[config.mk]
export PLATFORM = sky130hd
export DESIGN_NAME = sensor_frame_deframer_unit_flat
export DESIGN_NICKNAME = d
export VERILOG_FILES = /design/src/hw/rtl/sfd_pkg.sv /design/src/hw/rtl/sfd_if.sv /design/src/hw/rtl/sfd_in_stage.sv /design/src/hw/rtl/sfd_frame_core.sv /design/src/hw/rtl/sfd_out_stage.sv /design/src/hw/rtl/sensor_frame_deframer_unit.sv /design/src/flat_wrapper.sv
export SDC_FILE = /design/constraint.sdc
export NUM_CORES = 1
export LEC_CHECK = 0
export BUFFER_PORTS_ARGS = -buffer_cell sky130_fd_sc_hd__clkbuf_2
export CAP_MARGIN = 20
export CORE_MARGIN = 1.5
export CORE_UTILIZATION = 25
export CTS_BUF_LIST = sky130_fd_sc_hd__clkbuf_16
export CTS_CLUSTER_SIZE = 25
export DETAILED_ROUTE_END_ITERATION = 8
export GPL_TIMING_DRIVEN = 0
export PLACE_DENSITY_LB_ADDON = 0.08
export SYNTH_ARGS = -nofsm -noshare
export SYNTH_HDL_FRONTEND = slang
export SYNTH_SLANG_ARGS = --single-unit
[constraint.sdc]
create_clock -name clk -period 11.15 [get_ports clk]
set_clock_uncertainty 0.2 [all_clocks]
set_input_delay 1.6725 -clock clk [delete_from_list [all_inputs] [get_ports clk]]
set_output_delay 1.6725 -clock clk [all_outputs]
set_load 0.005 [all_outputs]
[src/hw/rtl/sfd_pkg.sv]
// Shared constants, types and helpers of the sensor frame deframer.
package sfd_pkg;

    // Counter width; the result fields always show the low 16 bits.
    localparam int COUNT_WIDTH = 16;
    localparam int COUNT_OUT_WIDTH = 16;

    localparam int PAYLOAD_LEN = 11;
    localparam int INDEX_WIDTH = 4;

    localparam logic [7:0] MARK_A_FIRST = 8'h11;
    localparam logic [7:0] MARK_A_SECOND = 8'h88;
    localparam logic [7:0] MARK_B_FIRST = 8'h55;
    localparam logic [7:0] MARK_B_SECOND = 8'hAA;
    localparam logic [7:0] ERROR_CODE_MASK = 8'h0F;
    localparam logic [7:0] ANGLE_MODE_MASK = 8'h10;

    typedef enum logic [3:0] {
        HUNT_IDLE    = 4'b0001,
        HUNT_SAW_A   = 4'b0010,
        HUNT_SAW_B   = 4'b0100,
        HUNT_COLLECT = 4'b1000
    } hunt_state_t;

    typedef logic [COUNT_WIDTH-1:0] count_t;

    typedef struct packed {
        logic                         checksum_ok;
        logic signed [31:0]           angle_increment;
        logic                         angle_mode;
        logic [7:0]                   param_id;
        logic [15:0]                  param_value;
        logic signed [15:0]           sample_interval;
        logic [7:0]                   sequence_number;
        logic [2:0]                   status_flags;
        logic [3:0]                   error_code;
        logic [COUNT_OUT_WIDTH-1:0]   frames_found;
        logic [COUNT_OUT_WIDTH-1:0]   checksum_fail_count;
        logic [COUNT_OUT_WIDTH-1:0]   marker_fail_count;
    } frame_result_t;

    // Handshake control between the byte register, the core and the result register.
    typedef struct packed {
        logic step;
        logic load;
    } stage_ctrl_t;

    // Low 16 bits of a counter, zero-extended when the counter is narrower.
    function automatic logic [COUNT_OUT_WIDTH-1:0] count_out(input count_t c);
        logic [COUNT_WIDTH+COUNT_OUT_WIDTH-1:0] wide;
        wide = {{COUNT_OUT_WIDTH{1'b0}}, c};
        return wide[COUNT_OUT_WIDTH-1:0];
    endfunction

endpackage

[src/hw/rtl/sfd_if.sv]
// Channel interfaces of the sensor frame deframer: received bytes and decoded frames.
interface sfd_byte_if;
    logic       valid;
    logic       ready;
    logic [7:0] rx_byte;

    modport source (output valid, output rx_byte, input ready);
    modport sink (input valid, input rx_byte, output ready);
endinterface

interface sfd_frame_if;
    logic               valid;
    logic               ready;
    logic               checksum_ok;
    logic signed [31:0] angle_increment;
    logic               angle_mode;
    logic [7:0]         param_id;
    logic [15:0]        param_value;
    logic signed [15:0] sample_interval;
    logic [7:0]         sequence_number;
    logic [2:0]         status_flags;
    logic [3:0]         error_code;
    logic [15:0]        frames_found;
    logic [15:0]        checksum_fail_count;
    logic [15:0]        marker_fail_count;

    modport source (
        output valid, input ready,
        output checksum_ok, output angle_increment, output angle_mode, output param_id,
        output param_value, output sample_interval, output sequence_number,
        output status_flags, output error_code, output frames_found,
        output checksum_fail_count, output marker_fail_count
    );
    modport sink (
        input valid, output ready,
        input checksum_ok, input angle_increment, input angle_mode, input param_id,
        input param_value, input sample_interval, input sequence_number,
        input status_flags, input error_code, input frames_found,
        input checksum_fail_count, input marker_fail_count
    );
endinterface

[src/hw/rtl/sfd_in_stage.sv]
// Input register that holds one received byte until the core consumes it.
module sfd_in_stage
    import sfd_pkg::*;
(
    input  logic          clk,
    input  logic          rst_n,
    sfd_byte_if.sink      rx,
    input  logic          advance,
    output logic          valid,
    output logic [7:0]    data
);

    logic       valid_reg;
    logic [7:0] data_reg;

    assign rx.ready = !valid_reg || advance;
    assign valid = valid_reg;
    assign data = data_reg;

    always_ff @(posedge clk or negedge rst_n)
    begin
        if (!rst_n)
        begin
            valid_reg <= 1'b0;
        end
        else if (rx.valid && rx.ready)
        begin
            valid_reg <= 1'b1;
        end
        else if (advance)
        begin
            valid_reg <= 1'b0;
        end
    end

    always_ff @(posedge clk)
    begin
        if (rx.valid && rx.ready)
        begin
            data_reg <= rx.rx_byte;
        end
    end

endmodule

[src/hw/rtl/sfd_frame_core.sv]
// Marker hunt, payload collection, checksum check and frame counters.
module sfd_frame_core
    import sfd_pkg::*;
(
    input  logic          clk,
    input  logic          rst_n,
    input  logic          step,
    input  logic [7:0]    data,
    output logic          emit,
    output frame_result_t result
);

    localparam logic [INDEX_WIDTH-1:0] LAST_INDEX = INDEX_WIDTH'(PAYLOAD_LEN);
    localparam count_t COUNT_ONE = COUNT_WIDTH'(1);

    hunt_state_t             state_reg, state_next;
    logic [INDEX_WIDTH-1:0]  index_reg, index_next;
    logic [7:0]              sum_reg, sum_next;
    logic                    fail_flag_reg, fail_flag_next;
    count_t                  frames_reg, frames_next;
    count_t                  cs_fail_reg, cs_fail_next;
    count_t                  mk_fail_reg, mk_fail_next;
    logic [7:0]              payload_reg [PAYLOAD_LEN];
    logic                    write_en;
    logic                    sum_match;
    logic [7:0]              status;

    assign emit = (state_reg == HUNT_COLLECT) && (index_reg >= LAST_INDEX);
    assign sum_match = (sum_reg == data);

    always_comb
    begin
        state_next = state_reg;
        index_next = index_reg;
        sum_next = sum_reg;
        fail_flag_next = fail_flag_reg;
        frames_next = frames_reg;
        cs_fail_next = cs_fail_reg;
        mk_fail_next = mk_fail_reg;
        write_en = 1'b0;
        case (state_reg)
            HUNT_IDLE:
            begin
                if (data == MARK_A_FIRST)
                begin
                    state_next = HUNT_SAW_A;
                end
                else if (data == MARK_B_FIRST)
                begin
                    state_next = HUNT_SAW_B;
                end
                else if (!fail_flag_reg)
                begin
                    mk_fail_next = mk_fail_reg + COUNT_ONE;
                    fail_flag_next = 1'b1;
                end
            end
            HUNT_SAW_A, HUNT_SAW_B:
            begin
                if ((state_reg == HUNT_SAW_A && data == MARK_A_SECOND) ||
                    (state_reg == HUNT_SAW_B && data == MARK_B_SECOND))
                begin
                    state_next = HUNT_COLLECT;
                    index_next = '0;
                    sum_next = '0;
                    frames_next = frames_reg + COUNT_ONE;
                end
                else
                begin
                    // The bad second byte is consumed, not retried as a first byte.
                    state_next = HUNT_IDLE;
                    if (!fail_flag_reg)
                    begin
                        mk_fail_next = mk_fail_reg + COUNT_ONE;
                        fail_flag_next = 1'b1;
                    end
                end
            end
            HUNT_COLLECT:
            begin
                if (!emit)
                begin
                    write_en = 1'b1;
                    sum_next = sum_reg + data;
                    index_next = index_reg + INDEX_WIDTH'(1);
                end
                else
                begin
                    if (!sum_match)
                    begin
                        cs_fail_next = cs_fail_reg + COUNT_ONE;
                    end
                    state_next = HUNT_IDLE;
                    index_next = '0;
                    sum_next = '0;
                    fail_flag_next = 1'b0;
                end
            end
            default:
            begin
                state_next = HUNT_IDLE;
            end
        endcase
    end

    always_ff @(posedge clk or negedge rst_n)
    begin
        if (!rst_n)
        begin
            state_reg <= HUNT_IDLE;
            index_reg <= '0;
            sum_reg <= '0;
            fail_flag_reg <= 1'b0;
            frames_reg <= '0;
            cs_fail_reg <= '0;
            mk_fail_reg <= '0;
        end
        else if (step)
        begin
            state_reg <= state_next;
            index_reg <= index_next;
            sum_reg <= sum_next;
            fail_flag_reg <= fail_flag_next;
            frames_reg <= frames_next;
            cs_fail_reg <= cs_fail_next;
            mk_fail_reg <= mk_fail_next;
        end
    end

    always_ff @(posedge clk)
    begin
        if (step && write_en)
        begin
            payload_reg[index_reg] <= data;
        end
    end

    assign status = payload_reg[10];

    always_comb
    begin
        result.checksum_ok = sum_match;
        result.angle_increment = {payload_reg[3], payload_reg[2], payload_reg[1],
                                  payload_reg[0]};
        result.angle_mode = |(status & ANGLE_MODE_MASK);
        result.param_id = payload_reg[4];
        result.param_value = {payload_reg[6], payload_reg[5]};
        result.sample_interval = {payload_reg[8], payload_reg[7]};
        result.sequence_number = payload_reg[9];
        result.status_flags = status[7:5];
        result.error_code = 4'(status & ERROR_CODE_MASK);
        result.frames_found = count_out(frames_next);
        result.checksum_fail_count = count_out(cs_fail_next);
        result.marker_fail_count = count_out(mk_fail_next);
    end

endmodule

[src/hw/rtl/sfd_out_stage.sv]
// Result register that holds a decoded frame until the sink takes it.
module sfd_out_stage
    import sfd_pkg::*;
(
    input  logic          clk,
    input  logic          rst_n,
    input  logic          load,
    input  frame_result_t result,
    output logic          free,
    sfd_frame_if.source   frame
);

    logic          valid_reg;
    frame_result_t result_reg;

    assign free = !valid_reg || frame.ready;

    always_ff @(posedge clk or negedge rst_n)
    begin
        if (!rst_n)
        begin
            valid_reg <= 1'b0;
        end
        else if (load)
        begin
            valid_reg <= 1'b1;
        end
        else if (frame.ready)
        begin
            valid_reg <= 1'b0;
        end
    end

    always_ff @(posedge clk)
    begin
        if (load)
        begin
            result_reg <= result;
        end
    end

    assign frame.valid = valid_reg;
    assign frame.checksum_ok = result_reg.checksum_ok;
    assign frame.angle_increment = result_reg.angle_increment;
    assign frame.angle_mode = result_reg.angle_mode;
    assign frame.param_id = result_reg.param_id;
    assign frame.param_value = result_reg.param_value;
    assign frame.sample_interval = result_reg.sample_interval;
    assign frame.sequence_number = result_reg.sequence_number;
    assign frame.status_flags = result_reg.status_flags;
    assign frame.error_code = result_reg.error_code;
    assign frame.frames_found = result_reg.frames_found;
    assign frame.checksum_fail_count = result_reg.checksum_fail_count;
    assign frame.marker_fail_count = result_reg.marker_fail_count;

endmodule

[src/hw/rtl/sensor_frame_deframer_unit.sv]
// Top level of the sensor frame deframer.
//
//   Channel  Direction  Beat
//   rx       in         one received byte from the serial link
//   frame    out        one decoded frame with checksum flag and counters
//
// Each byte passes the input register and then the hunt/collect logic, so one byte
// is taken every cycle unless a checksum byte waits on a full result register.
// A frame result is loaded into the result register at the edge that consumes its
// checksum byte from the input register.
// Reset clears the hunt state, sums and counters; the payload store is not reset.
// Only a checksum byte waits on a full result register; other bytes keep flowing.
module sensor_frame_deframer_unit
    import sfd_pkg::*;
(
    input  logic        clk,
    input  logic        rst_n,
    sfd_byte_if.sink    rx,
    sfd_frame_if.source frame
);

    logic          byte_valid;
    logic [7:0]    byte_data;
    logic          emit;
    logic          out_free;
    logic          advance;
    frame_result_t result;
    stage_ctrl_t   ctrl;

    // A byte that makes no result never waits for the result register.
    assign advance = !emit || out_free;
    assign ctrl.step = byte_valid && advance;
    assign ctrl.load = byte_valid && advance && emit;

    sfd_in_stage u_in_stage (
        .clk     (clk),
        .rst_n   (rst_n),
        .rx      (rx),
        .advance (advance),
        .valid   (byte_valid),
        .data    (byte_data)
    );

    sfd_frame_core u_frame_core (
        .clk    (clk),
        .rst_n  (rst_n),
        .step   (ctrl.step),
        .data   (byte_data),
        .emit   (emit),
        .result (result)
    );

    sfd_out_stage u_out_stage (
        .clk    (clk),
        .rst_n  (rst_n),
        .load   (ctrl.load),
        .result (result),
        .free   (out_free),
        .frame  (frame)
    );

endmodule
[src/flat_wrapper.sv]
// flat-port wrapper written by rule: the top's interface ports become plain ports
module sensor_frame_deframer_unit_flat import sfd_pkg::*;
  (clk, rst_n, rx_valid, rx_rx_byte, rx_ready, frame_valid, frame_ready, frame_checksum_ok, frame_angle_increment, frame_angle_mode, frame_param_id, frame_param_value, frame_sample_interval, frame_sequence_number, frame_status_flags, frame_error_code, frame_frames_found, frame_checksum_fail_count, frame_marker_fail_count);
  sfd_byte_if rx_i ();
  sfd_frame_if frame_i ();
  input  logic clk;
  input  logic rst_n;
  input wire logic [$bits(rx_i.valid)-1:0] rx_valid;
  input wire logic [$bits(rx_i.rx_byte)-1:0] rx_rx_byte;
  output wire logic [$bits(rx_i.ready)-1:0] rx_ready;
  output wire logic [$bits(frame_i.valid)-1:0] frame_valid;
  input wire logic [$bits(frame_i.ready)-1:0] frame_ready;
  output wire logic [$bits(frame_i.checksum_ok)-1:0] frame_checksum_ok;
  output wire logic [$bits(frame_i.angle_increment)-1:0] frame_angle_increment;
  output wire logic [$bits(frame_i.angle_mode)-1:0] frame_angle_mode;
  output wire logic [$bits(frame_i.param_id)-1:0] frame_param_id;
  output wire logic [$bits(frame_i.param_value)-1:0] frame_param_value;
  output wire logic [$bits(frame_i.sample_interval)-1:0] frame_sample_interval;
  output wire logic [$bits(frame_i.sequence_number)-1:0] frame_sequence_number;
  output wire logic [$bits(frame_i.status_flags)-1:0] frame_status_flags;
  output wire logic [$bits(frame_i.error_code)-1:0] frame_error_code;
  output wire logic [$bits(frame_i.frames_found)-1:0] frame_frames_found;
  output wire logic [$bits(frame_i.checksum_fail_count)-1:0] frame_checksum_fail_count;
  output wire logic [$bits(frame_i.marker_fail_count)-1:0] frame_marker_fail_count;
  assign rx_i.valid = rx_valid;
  assign rx_i.rx_byte = rx_rx_byte;
  assign rx_ready = rx_i.ready;
  assign frame_valid = frame_i.valid;
  assign frame_i.ready = frame_ready;
  assign frame_checksum_ok = frame_i.checksum_ok;
  assign frame_angle_increment = frame_i.angle_increment;
  assign frame_angle_mode = frame_i.angle_mode;
  assign frame_param_id = frame_i.param_id;
  assign frame_param_value = frame_i.param_value;
  assign frame_sample_interval = frame_i.sample_interval;
  assign frame_sequence_number = frame_i.sequence_number;
  assign frame_status_flags = frame_i.status_flags;
  assign frame_error_code = frame_i.error_code;
  assign frame_frames_found = frame_i.frames_found;
  assign frame_checksum_fail_count = frame_i.checksum_fail_count;
  assign frame_marker_fail_count = frame_i.marker_fail_count;
  sensor_frame_deframer_unit u_core (.clk(clk), .rst_n(rst_n), .rx(rx_i), .frame(frame_i));
endmodule
==> results.json, run 1 <==
{
  "drt-vias-per-instance": 4.17,
  "place.gp.congestion": 0.717,
  "largest_register_ffs": 88,
  "grt.overflow.total": 0,
  "setup_violations": 0,
  "diodes": 0,
  "synth_edf_count": 233,
  "stdcell_count": 1525,
  "area_growth_pct": 25.4,
  "nets": 931,
  "grt_pass1_vias": 6400,
  "cts_tree": "built",
  "ant_nets": 0,
  "synth_top_area_share_pct": 61.5,
  "critical-path-top-delay-family": "simple AND/OR/NAND/NOR gates",
  "synth_flop_cell": "edfxtp_1",
  "yosysUniqueCellTypes": 55,
  "seq_power_share_pct": 48.2,
  "outcome": "completed",
  "yosysSeqAreaShare_pct": 76.2,
  "pwr-share-comb_pct": 4.7,
  "drv_slew": 0,
  "synth_most_common_cell": "edfxtp_1",
  "die-width_um": 216,
  "critPathArrivalTime_ps": 2370,
  "netlist_area_um2": 11400,
  "fin_crit_sh_pct": 38.1,
  "power_switching_mw": 0.580,
  "critPathBufInv": 2,
  "avgSynthCellArea_um2": 16.1,
  "dpl.cell_count": 1456,
  "peakVddDrop_v": 0.0000802,
  "yosys.area.top_type": "edfxtp_1",
  "grt.total_usage_pct": 11.7,
  "p_int_mw": 2.02,
  "min_path_type": "flip-flop to flip-flop",
  "cts_max_level": 2,
  "dp_slack_ps": 6650,
  "clockBufferDepth": 3,
  "relSlewSlack_pct": 26.7,
  "dr.pass1.iters": 4,
  "worstPathMaxFanout": 3,
  "start_util_pct": 25.5,
  "drive_gt1_share_pct": 25.2,
  "layout_setup_ws_ps": 6910,
  "num_io_pins": 151,
  "cts_num_sinks": 300,
  "place.detailed.hpwl_mm": 17.5,
  "cpMostUsedCell": "clkbuf_2",
  "root_buffer": "clkbuf_16",
  "worstSetupStartpointType": "primary input",
  "fin_setup_tns_ps": 0,
  "holdBufCountCts": 0,
  "vias": 6356,
  "period_needed_ps": 4240,
  "postCtsSetupRepairBufs": 0,
  "core_um2": 44600,
  "hold_viol": 0,
  "fin_util_pct": 32.0,
  "critical_path.endpoint_type": "primary output",
  "drv_cap": 0,
  "wl_mm": 27.3,
  "wl_per_cell_um": 17.9,
  "grt_max_degree": 43,
  "ys_top_cells_by_area": "edfxtp_1 (61%), dfrtp_1 (15%), xor2_1 (3.7%)",
  "initialDrtViolationCount": 278,
  "power.density_nw_per_um2": 182,
  "ys_warn_count": 0,
  "worstSetupPathType": "primary input to primary output",
  "power.total_mw": 2.60,
  "cpPeakStageDelay_ps": 210,
  "p_leak_nw": 5.45,
  "ys_top_cells_by_count": "edfxtp_1 (233), dfrtp_1 (66), nor2_1 (52), xor2_1 (48), nand2_1 (45)",
  "path_clk_slew_ps": 50,
  "async_reset_ff_share_pct": 22.3,
  "sw_frac_of_total_pct": 22.4,
  "clkPwrFrac_pct": 47.1,
  "numCtsBuffers": 37,
  "required_ps": 9280,
  "cts_resized": 0,
  "die_area_um2": 46800,
  "antenna_found_initial": 0,
  "rsz0062_at_grt": "no",
  "synth_seq_cells": 300,
  "clk_latency_ps": 540,
  "drc": 0,
  "dieHeight_um": 216,
  "syn_nets": 735,
  "numPortBuffers": 150,
  "path_cells": "clkbuf_2, nor2b_1, nand3_1, clkbuf_2",
  "slowest_stage": "clkbuf_2",
  "num_rows": 77,
  "grt_pass1_wl_mm": 41.0,
  "max_freq_mhz": 236,
  "tightest_slew_ps": 1080,
  "synth_cells": 708
}
## power groups by stage
| stage | Sequential (mW) | Combinational, mW | Clock (mW) |
|---|---|---|---|
| finish | 1.25 | 0.121 | 1.22 |
| floorplan | 1.26 | 0.0824 | 0 |
| global placement | 1.28 | 0.122 | 0 |
| CTS | 1.25 | 0.124 | 1.28 |
| detailed placement | 1.28 | 0.123 | 0 |
| global route | 1.26 | 0.138 | 1.32 |
## placed cells by master, fill, tap and decap left out, types with 4 or more instances in the layout
cell type / synthesis / routed
nand3_1: 18 / 18
a21o_1: 5 / 5
mux2_2: 8 / 8
xnor2_1: 38 / 38
o21ai_0: 15 / 15
edfxtp_1: 233 / 233
clkbuf_2: 0 / 150
buf_2: 4 / 4
nor4b_1: 5 / 5
clkbuf_1: 6 / 6
nor4_1: 4 / 4
clkinv_2: 0 / 6
nand4_1: 13 / 13
clkbuf_16: 0 / 39
nand2b_1: 4 / 4
bufinv_16: 0 / 5
ha_1: 14 / 14
dfrtp_1: 66 / 66
and3_1: 11 / 11
nand2_1: 45 / 45
and2_1: 13 / 13
o211ai_1: 9 / 9
a22o_1: 9 / 9
inv_1: 11 / 19
nor3_1: 24 / 24
clkinv_1: 0 / 5
nor3_2: 4 / 4
a21oi_1: 6 / 6
nor2_1: 52 / 51
xor2_1: 48 / 48
## stage by stage
step	area (µm²)	hold WS, ps
after CTS	14300	213
final	14300	212
after global placement	12900	200
after floorplan	11400	200
after global routing	14300	221
after detailed placement	13000	205
## layer usage
metal  part of all wire (%)  track usage [%]  wire length (µm)  vias to the layer above
met3                    5.1             3.44              1380                       43
met5                      0                0                 0                        -
li1                       -                -                 -                     3050
met1                     45             15.0             12200                     3126
met2                     48             19.1             13100                      137
met4                    2.2             3.77               587                        0
## layout make-up
cell class | count | area (µm²)
clock inverter | 29 | 270
tap | 592 | 741
inverter | 11 | 41.3
sequential | 300 | 8670
timing repair buffer | 157 | 901
clock buffer | 39 | 976
fill | 4435 | 30300
buffer | 12 | 57.6
multi-input combinational | 385 | 2610
## worst paths after layout
| path | startpoint | end | slack [ps] | cells past startpoint |
|---|---|---|---|---|
| max | frame_ready | rx_ready | 6910 | 4 |
| min | u_core.u_frame_core.payload_reg[2][0]$_DFFE_PP_ | frame_angle_increment[16]$_DFFE_PP_ | 210 | 0 |
| max reg2reg | u_core.u_frame_core.index_reg[0]$_DFFE_PN0P_ | frame_sample_interval[2]$_DFFE_PP_ | 7120 | 10 |
| min reg2reg | u_core.u_frame_core.payload_reg[2][0]$_DFFE_PP_ | frame_angle_increment[16]$_DFFE_PP_ | 210 | 0 |
| max in group asynchronous | rst_n | u_core.u_frame_core.state_reg[0]$_DFFE_PN1P_ | 9210 | 2 |
| min in group asynchronous | rst_n | u_core.u_frame_core.cs_fail_reg[11]$_DFFE_PN0P_ | 910 | 1 |
## logic make-up (layout without fill, tap and decap cells)
group	Yosys count	in the layout	synth area share [%]
flip-flops	300	300	76.2
XOR/XNOR	86	86	6.62
multiplexers	8	8	0.792
AO/OA/AOI/OAI	61	61	3.79
adder cells (fa/ha/maj)	15	15	1.72
AND/OR/NAND/NOR	215	215	9.97
buffers and inverters	23	248	0.869
## worst register-to-register path: stages, from the launching register on
cell and delay, ps:
dfrtp_1 430, ha_1 280, o21ai_1 470, or2_1 310, o21ai_1 220, buf_2 280, buf_2 250, nor2_4 570
buf_16 240, buf_12 220, buf_12 240
Note: power is estimated with default switching activity, not from simulation.
==> inputs of run 2 (changes only) <==
==> constraint.sdc (replaced) <==
create_clock -name clk -period 4.4 [get_ports clk]
set_clock_uncertainty 0.2 [all_clocks]
set_input_delay 0.66 -clock clk [delete_from_list [all_inputs] [get_ports clk]]
set_output_delay 0.66 -clock clk [all_outputs]
set_load 0.005 [all_outputs]
==> results.json, run 2 (synthesis gave the netlist of run 1 again) <==
{
  "power.density_nw_per_um2": 459,
  "place.gp.congestion": 0.713,
  "required_ps": 4440,
  "num_io_pins": 151,
  "drt-vias-per-instance": 4.15,
  "fin_crit_sh_pct": 90.6,
  "holdBufCountCts": 1,
  "num_rows": 77,
  "stdcell_count": 1528,
  "hold_ws_ps": 98.3,
  "hold_viol": 0,
  "grt_max_degree": 40,
  "nets": 935,
  "place.detailed.hpwl_mm": 17.5,
  "period_needed_ps": 3990,
  "power.total_mw": 6.56,
  "dr.pass1.iters": 4,
  "grt.overflow.total": 0,
  "initialDrtViolationCount": 270,
  "nFillCells": 4403,
  "reg2reg_slack_ps": 410,
  "min_delay_path_depth": 1,
  "tightest_slew_ps": 1010,
  "numPortBuffers": 150,
  "critPathArrivalTime_ps": 4030,
  "drive_gt1_share_pct": 25.1,
  "grt_pass1_wl_mm": 40.6,
  "cts_num_sinks": 300,
  "setup_violations": 0,
  "cts_max_level": 2,
  "min_path_type": "primary input to flip-flop",
  "crit_end": "frame_param_id[2]$_DFFE_PP_",
  "critical_path.endpoint_type": "flip-flop",
  "relSlewSlack_pct": 32.7,
  "final_cell_mix": "edfxtp_1 (233), clkbuf_2 (151), dfrtp_1 (66)",
  "postCtsSetupRepairBufs": 0,
  "dieHeight_um": 216,
  "timing.rr.end": "frame_param_id[2]$_DFFE_PP_",
  "slowest_stage": "o21ai_1",
  "worstSetupStartpointType": "flip-flop",
  "grt.total_usage_pct": 11.7,
  "vias": 6347,
  "crit_start": "u_core.u_frame_core.index_reg[0]$_DFFE_PN0P_",
  "wl_per_cell_um": 17.8,
  "clockBufferDepth": 3,
  "layout_commonest_cell": "edfxtp_1",
  "antenna_found_initial": 0,
  "fin_util_pct": 32.1,
  "seqCellArea_um2": 8670,
  "core_um2": 44600,
  "largest_register_ffs": 88,
  "grt_pass1_vias": 6365,
  "root_buffer": "clkbuf_16",
  "multi_input_area_um2": 2610,
  "start_util_pct": 25.5,
  "clk_latency_ps": 540,
  "ant_nets": 0,
  "diodes": 0,
  "reg2reg_from": "u_core.u_frame_core.index_reg[0]$_DFFE_PN0P_",
  "numCtsBuffers": 38,
  "path_cells": "ha_1, o21ai_1, or2_1, o21ai_1, buf_2, buf_2, nor2_4, buf_16, buf_12, buf_12, buf_16",
  "path_clk_slew_ps": 60,
  "drv_cap": 0,
  "outcome": "completed",
  "dpl.cell_count": 1457,
  "drv_slew": 0,
  "p_leak_nw": 5.45,
  "cpPeakStageDelay_ps": 460,
  "area_growth_pct": 25.7,
  "final_area_um2": 14300,
  "cts_resized": 0,
  "wl_mm": 27.2,
  "worstSetupPathType": "flip-flop to flip-flop",
  "die-width_um": 216,
  "worstPathMaxFanout": 26,
  "rsz0062_at_grt": "no",
  "place_area_um2": 13100,
  "peakVddDrop_v": 0.000203,
  "r2r_cells": 11,
  "max_freq_mhz": 251,
  "cts_tree": "built",
  "die_area_um2": 46800,
  "drc": 0
}
run 2: cell count changes in the layout (fill, tap and decap cells not counted):
| cell | before | now |
|---|---|---|
| clkinv_2 | 6 | 5 |
| clkinv_1 | 5 | 9 |
| clkbuf_16 | 39 | 38 |
| inv_1 | 19 | 17 |
| buf_16 | 3 | 4 |
| clkbuf_2 | 150 | 151 |
| clkinv_4 | 1 | 0 |
| dlygate4sd3_1 | 0 | 1 |
| clkinv_8 | 0 | 1 |
run 2: layout make-up:
type | instances | area share, %
buffer | 12 | 0.402
clock buffer | 38 | 6.65
clock inverter | 30 | 1.96
inverter | 11 | 0.289
multi-input combinational | 385 | 18.3
sequential | 300 | 60.7
tap | 592 | 5.18
timing repair buffer | 160 | 6.60
run 2: how the worst min path moves through the flow:
stage	slack, ps	from	to
finish	100	rx_rx_byte[1]	u_core.u_in_stage.data[1]$_DFFE_PP_
floorplan	160	rst_n	u_core.u_frame_core.cs_fail_reg[0]$_DFFE_PN0P_
global route	60	rx_rx_byte[1]	u_core.u_in_stage.data[1]$_DFFE_PP_
detailed placement	200	u_core.u_frame_core.payload_reg[2][6]$_DFFE_PP_	frame_angle_increment[22]$_DFFE_PP_
global placement	200	u_core.u_frame_core.payload_reg[6][0]$_DFFE_PP_	frame_param_value[8]$_DFFE_PP_
CTS	50	rx_rx_byte[1]	u_core.u_in_stage.data[1]$_DFFE_PP_
run 2: critical path: cells and delay by family (launching register included):
kind	cells	cell delay (ps)
AND/OR/NAND/NOR	2	740
adder cells (fa/ha/maj)	1	280
buffers and inverters	6	1330
AO/OA/AOI/OAI	2	660
flip-flops	1	440
run 2: per-layer routing:
layer | global-route usage, % | share of wire (%) | vias up
met5 | 0 | 0 | -
met3 | 3.40 | 5.4 | 43
li1 | - | - | 3069
met2 | 18.9 | 48 | 151
met1 | 15.1 | 45 | 3084
met4 | 3.80 | 2.1 | 0
run 2: power by group:
part	total [mW]	leakage, nW	switching, mW	internal [mW]
logic	0.314	1.95	0.199	0.116
registers	3.17	2.88	0.0789	3.09
clock network	3.08	0.621	1.21	1.87
run 2: metrics by stage:
step / setup WS (ps) / setup TNS (ps)
detailed placement: 314 / 0
floorplan: 112 / 0
finish: 414 / 0
global placement: -1810 / -245480
CTS: 308 / 0
global route: 121 / 0
